<file path="config.mk">
export PLATFORM = sky130hd
export DESIGN_NAME = a2bc_ctrl
export DESIGN_NICKNAME = d
export VERILOG_FILES = /design/src/hw/rtl/a2bc_pkg.sv /design/src/hw/rtl/a2bc_ctrl.sv
export SDC_FILE = /design/constraint.sdc
export NUM_CORES = 1
export LEC_CHECK = 0
export BUFFER_PORTS_ARGS = -buffer_cell sky130_fd_sc_hd__buf_2
export CORE_MARGIN = 1
export CORE_UTILIZATION = 50
export CTS_CLUSTER_SIZE = 12
export DETAILED_ROUTE_END_ITERATION = 6
export GPL_TIMING_DRIVEN = 0
export PLACE_DENSITY = 0.74
export SYNTH_ARGS = -nofsm -noshare
export SYNTH_HDL_FRONTEND = slang
export SYNTH_SLANG_ARGS = --single-unit
</file>
<file path="constraint.sdc">
create_clock -name aclk -period 6 [get_ports aclk]
set_clock_uncertainty 0.1 [all_clocks]
set_input_delay 1.2 -clock aclk [delete_from_list [all_inputs] [get_ports aclk]]
set_output_delay 1.2 -clock aclk [all_outputs]
set_load 0.1 [all_outputs]
</file>
<file path="src/hw/rtl/a2bc_pkg.sv">
package a2bc_pkg;

    localparam int BLOCK_WORDS = 128;
    localparam int PAIRS       = BLOCK_WORDS / 2;
    localparam int ADDR_W      = $clog2(BLOCK_WORDS);
    localparam int PAIR_W      = $clog2(PAIRS);

    typedef struct packed {
        logic [63:0] x_even;
        logic [63:0] x_odd;
        logic [63:0] y_even;
        logic [63:0] y_odd;
        logic [63:0] old_even;
        logic [63:0] old_odd;
        logic        accumulate;
    } in_beat_t;

    typedef struct packed {
        logic [63:0] out_even;
        logic [63:0] out_odd;
        logic        block_end;
    } out_beat_t;

    typedef enum logic [2:0] {
        ST_LOAD,
        ST_READ,
        ST_MIX,
        ST_WRITE,
        ST_EMIT,
        ST_DRAIN
    } state_t;

    // Controller to datapath
    typedef struct packed {
        logic                load_we;
        logic                rd_en;
        logic [3:0]          rd_idx;
        logic [2:0]          grp;
        logic                col_pass;
        logic                mix_start;
        logic                wr_en;
        logic [3:0]          wr_idx;
        logic                emit_rd;
        logic [PAIR_W-1:0]   emit_pair;
        logic                out_load;
        logic                out_last;
    } a2bc_cmd_t;

    // Datapath to controller
    typedef struct packed {
        logic mix_done;
    } a2bc_sts_t;

    function automatic logic [63:0] blamka(input logic [63:0] a, input logic [63:0] b,
                                           input logic [63:0] p);
        blamka = a + b + {p[62:0], 1'b0};
    endfunction

    function automatic logic [63:0] rotr(input logic [63:0] x, input logic [5:0] n);
        rotr = (x >> n) | (x << (7'd64 - {1'b0, n}));
    endfunction

endpackage

</file>
<file path="src/hw/rtl/a2bc_ctrl.sv">
module a2bc_ctrl (
    input  logic                            aclk,
    input  logic                            aresetn,
    input  logic                            s_valid,
    output logic                            s_ready,
    input  logic                            m_valid,
    input  logic                            m_ready,
    output a2bc_pkg::a2bc_cmd_t             cmd,
    input  a2bc_pkg::a2bc_sts_t             sts
);
    import a2bc_pkg::*;

    state_t            state_reg, state_next;
    logic [PAIR_W-1:0] pair_reg, pair_next;
    logic [4:0]        idx_reg, idx_next;
    logic [3:0]        grp_reg, grp_next;   // 0..7 rows, 8..15 columns
    logic [3:0]        rnd_reg, rnd_next;   // mix step within round, 0..7
    logic              emit_pend_reg, emit_pend_next;

    always_ff @(posedge aclk) begin
        if (!aresetn) begin
            state_reg     <= ST_LOAD;
            pair_reg      <= '0;
            idx_reg       <= '0;
            grp_reg       <= '0;
            rnd_reg       <= '0;
            emit_pend_reg <= 1'b0;
        end else begin
            state_reg     <= state_next;
            pair_reg      <= pair_next;
            idx_reg       <= idx_next;
            grp_reg       <= grp_next;
            rnd_reg       <= rnd_next;
            emit_pend_reg <= emit_pend_next;
        end
    end

    logic out_free;
    assign out_free = !m_valid || m_ready;

    // next state
    always_comb begin
        state_next     = state_reg;
        pair_next      = pair_reg;
        idx_next       = idx_reg;
        grp_next       = grp_reg;
        rnd_next       = rnd_reg;
        emit_pend_next = emit_pend_reg;
        unique case (state_reg)
            ST_LOAD: begin
                if (s_valid) begin
                    pair_next = pair_reg + 1'b1;
                    if (pair_reg == PAIR_W'(PAIRS - 1)) begin
                        state_next = ST_READ;
                        idx_next   = '0;
                        grp_next   = '0;
                    end
                end
            end
            ST_READ: begin
                // the extra pass at idx 16 drains the last read
                idx_next = idx_reg + 1'b1;
                if (idx_reg == 5'd16) begin
                    state_next = ST_MIX;
                    rnd_next   = '0;
                end
            end
            ST_MIX: begin
                if (sts.mix_done) begin
                    rnd_next = rnd_reg + 1'b1;
                    if (rnd_reg == 4'd7) begin
                        state_next = ST_WRITE;
                        idx_next   = '0;
                    end
                end
            end
            ST_WRITE: begin
                idx_next = idx_reg + 1'b1;
                if (idx_reg == 5'd15) begin
                    idx_next = '0;
                    grp_next = grp_reg + 1'b1;
                    if (grp_reg == 4'd15) begin
                        state_next     = ST_EMIT;
                        emit_pend_next = 1'b0;
                    end else begin
                        state_next = ST_READ;
                    end
                end
            end
            ST_EMIT: begin
                // read issued this cycle, loaded into output once the output register is free
                if (out_free || !emit_pend_reg) begin
                    emit_pend_next = 1'b1;
                    if (emit_pend_reg) begin
                        pair_next = pair_reg + 1'b1;
                    end
                    if (emit_pend_reg && pair_reg == PAIR_W'(PAIRS - 1)) begin
                        state_next = ST_DRAIN;
                    end
                end
            end
            ST_DRAIN: begin
                if (out_free) begin
                    state_next = ST_LOAD;
                    pair_next  = '0;
                end
            end
            default: state_next = ST_LOAD;
        endcase
    end

    // outputs
    logic [PAIR_W-1:0] emit_addr;
    always_comb begin
        cmd       = '0;
        s_ready   = 1'b0;
        // while stalled, keep re-reading the pending pair so the read data holds
        emit_addr = (emit_pend_reg && out_free) ? pair_reg + 1'b1 : pair_reg;
        cmd.grp      = grp_reg[2:0];
        cmd.col_pass = grp_reg[3];
        cmd.rd_idx   = idx_reg[3:0];
        cmd.wr_idx   = idx_reg[3:0];
        cmd.emit_pair = emit_addr;
        cmd.out_last = (pair_reg == PAIR_W'(PAIRS - 1));
        unique case (state_reg)
            ST_LOAD: begin
                s_ready      = 1'b1;
                cmd.load_we  = s_valid;
                cmd.emit_pair = pair_reg;
            end
            ST_READ: begin
                cmd.rd_en = 1'b1;
            end
            ST_MIX: begin
                cmd.mix_start = 1'b1;
                cmd.rd_idx    = rnd_reg;
            end
            ST_WRITE: begin
                cmd.wr_en = 1'b1;
            end
            ST_EMIT: begin
                cmd.emit_rd  = 1'b1;
                cmd.out_load = emit_pend_reg && out_free;
            end
            ST_DRAIN: begin
            end
            default: begin
            end
        endcase
    end
endmodule

</file>
==> impl_results.md <==
* Required time worst endpoint at ~4700 ps
* Area leader, netlist: dfxtp_1
* Synth Net Count at about 210
* Maximum clock path buffer count at 2
* Area contributors post-synth: dfxtp_1 30%, ha_1 5.7%, nand2_1 5.6%
* Final Power at 374 uW
* Final Max Slew Viols at 0
* CP peak stage delay at ~440 ps
* Hold_buf cts at 0
* Clock sinks at 23
* Site Rows at 19
* Setup Buffers After CTS at 0
* Startpoint types: primary input
* Setup TNS at 0 ps
* Post-Syn Instances at 195
* DP Cell Count at between 200 and 300
* Final setup fails at 0
* Tcrit/Tclk final at 0.639
* Min Hold Slack at roughly 430 ps
* Min cycle time layout at roughly 3800 ps
* First-pass GRT wire length at just under 6000 um
* Min-Delay Path Class: reg -> reg
* Asr flop ratio synth at 0
* # nets final at around 240
* Die Y-Extent at between 50 and 60 um
* CTS tree: built
* Worst-path clk slew at around 140 ps
* Leakage at between 0.8 and 0.9 nW
* Post-synth top area share at 0.298
* Chip width at ~58 um
* Critical path endpoint category: output port
* Failing checks: design-rule violations
* Worst path bufs/invs at 2
* Yosys cell types at 46
* Skew-Pair Late Insertion Delay at 330 ps
* Category of the critical setup timing path: in -> out
* Die ar. at roughly 3300 um2
* Starting density of the core at 0.546
* Avg Cell Area, Syn at a little under 8 um2
* Core footprint at around 2800 um2
* Pwr dens at 212 nW/um2
* Post-cts resize count at 0
* Max reg flops at 6
* Post-detailed-placement cell area at around 1700 um2
* Grt ovf at 0
* Worst-Margin Slew at roughly 610 ps
* Crit path max-delay family: simple AND/OR/NAND/NOR gates
* Sequential area share after synthesis at 0.298
* # IOs at 32
* Total routed wirelength at around 3500 um
* Largest net degree at the start of global routing at 14
* Worst path cell trace: buf_2 -> nand2b_1 -> nand2_1 -> nor2_1 -> nand2_1 -> xnor2_1 -> buf_2
* Number of buffers added on ports at 31
* Max_cap viols at 0
* CTS Buf Count at 3
* Routed vias/inst at approximately 5.8
* Fillers at 276
* Clock root cell: clkbuf_4
* DR pass1 iterations at 6
* Setup slack after placement at around 2200 ps
* Crit Path Max Fanout at 6
* Synthesized area at 1540 um2
* Drt drc at 1
* Hold Fails Final Rpt at 0
* Register bit count reported by yosys at 23
* Achievable Freq at roughly 260 MHz
* EDFF count, synth at 0
* Total number of vias at roughly 1.5k
* Outcome: finished with violations
* Non-Filler Instances at about 260
* Layout cell share with drive strength beyond 1 at 0.243
* Initial antenna violation count at 0
* Initial DRC count at 68
* CP max-delay cell: buf_2
* Post-layout util at 0.624
* Antenna diodes at 0
* Synth Warn # at 0
* Hpwl dp at ~2700 um
* Slew HR at 0.591
* RSZ-0062 raised after global routing: false
* Layout area overhead at 14.3%
* CTS H-Tree Depth at 1
* Max IR drop VDD at 0.000104 V
* Routed len/inst at between 10 and 15 um
* Vias in the first global route at approximately 1.4k
* Top FF cell, synth: dfxtp_1
* Final Instance Area at between 1500 and 2000 um2
* Critical Path AT at about 2500 ps
* Slack of the critical path at ~2200 ps
* Global-route usage over all layers at 0.223
* GPL Wtd Cong at about 0.86
* Post-route ant nets at 0
==> cell families after synthesis <==
| logic type | after synthesis | share of synthesized area |
|---|---|---|
| multiplexers | 5 | 0.0348 |
| adder cells (fa/ha/maj) | 7 | 0.0567 |
| XOR/XNOR | 8 | 0.0454 |
| AO/OA/AOI/OAI | 42 | 0.183 |
| AND/OR/NAND/NOR | 85 | 0.301 |
| buffers and inverters | 25 | 0.0802 |
| flip-flops | 23 | 0.298 |
==> worst min-delay path, delay by kind of cell (launching register included) <==
kind | cells | cell delay (ps)
compound gates | 2 | 140
flops | 1 | 360
==> where the power goes <==
part,internal (mW),switching [mW],leakage [nW]
Clock,0.0250,0.0538,0.0177
Combinational,0.0308,0.102,0.633
Sequential,0.158,0.00484,0.186
==> worst paths after layout <==
path,slack (ps),startpoint,endpoint,cells after the start
setup / recovery,2170,m_ready,cmd[4],7
hold / removal,430,rnd_reg[3]$_SDFFE_PN0P_,rnd_reg[3]$_SDFFE_PN0P_,2
setup reg to reg,3830,idx_reg[0]$_SDFFE_PN0P_,state_reg[1]$_SDFFE_PN0P_,9
hold reg to reg,430,rnd_reg[3]$_SDFFE_PN0P_,rnd_reg[3]$_SDFFE_PN0P_,2
==> cells in the mapped netlist, types with 6 or more instances <==
master    n
o21ai_0  13
inv_1    10
ha_1      7
dfxtp_1  23
buf_4     6
nor2b_1   7
nand2_1  23
nor3_1    6
nand3_1   9
nor2_1   11
a21oi_1   6
==> final cells by class <==
type / count / area (um2) / area share
plain buffers: 14 / 81.3 / 0.0461
clock buffers: 3 / 22.5 / 0.0128
clock inverters: 1 / 5.00 / 0.00283
inverters: 11 / 42.5 / 0.0241
multi-input cells: 147 / 960 / 0.544
flip-flops and latches: 23 / 460 / 0.261
well taps: 31 / 38.8 / 0.0220
repair buffers: 31 / 155 / 0.0879
==> routing by layer <==
layer / wire length [um] / vias up / part of all wire / global-route usage
met5: 0 / - / 0 / 0
met4: 36 / 0 / 0.010 / 0.0662
met3: 149 / 5 / 0.042 / 0.0272
met2: 1730 / 38 / 0.49 / 0.387
met1: 1640 / 713 / 0.46 / 0.288
li1: - / 754 / - / -
==> placed cells by master, fill, tap and decap left out, types with 3 or more instances in the layout <==
cell type / Yosys / routed
a31oi_1: 3 / 3
and2_1: 4 / 4
nor3_1: 6 / 6
clkbuf_1: 3 / 3
and3_1: 3 / 3
buf_2: 5 / 36
a21boi_0: 5 / 5
o21ai_0: 13 / 13
xnor2_1: 3 / 3
clkbuf_4: 0 / 3
mux2_2: 3 / 3
nor2b_1: 7 / 7
inv_1: 10 / 10
buf_4: 6 / 6
or2_2: 3 / 3
xor2_1: 5 / 5
nor2_1: 11 / 11
a21oi_1: 6 / 6
o21a_1: 3 / 3
or3_1: 3 / 3
nand3_1: 9 / 9
dfxtp_1: 23 / 23
nand2_1: 23 / 23
ha_1: 7 / 7
Note: power is estimated with default switching activity, not from simulation.
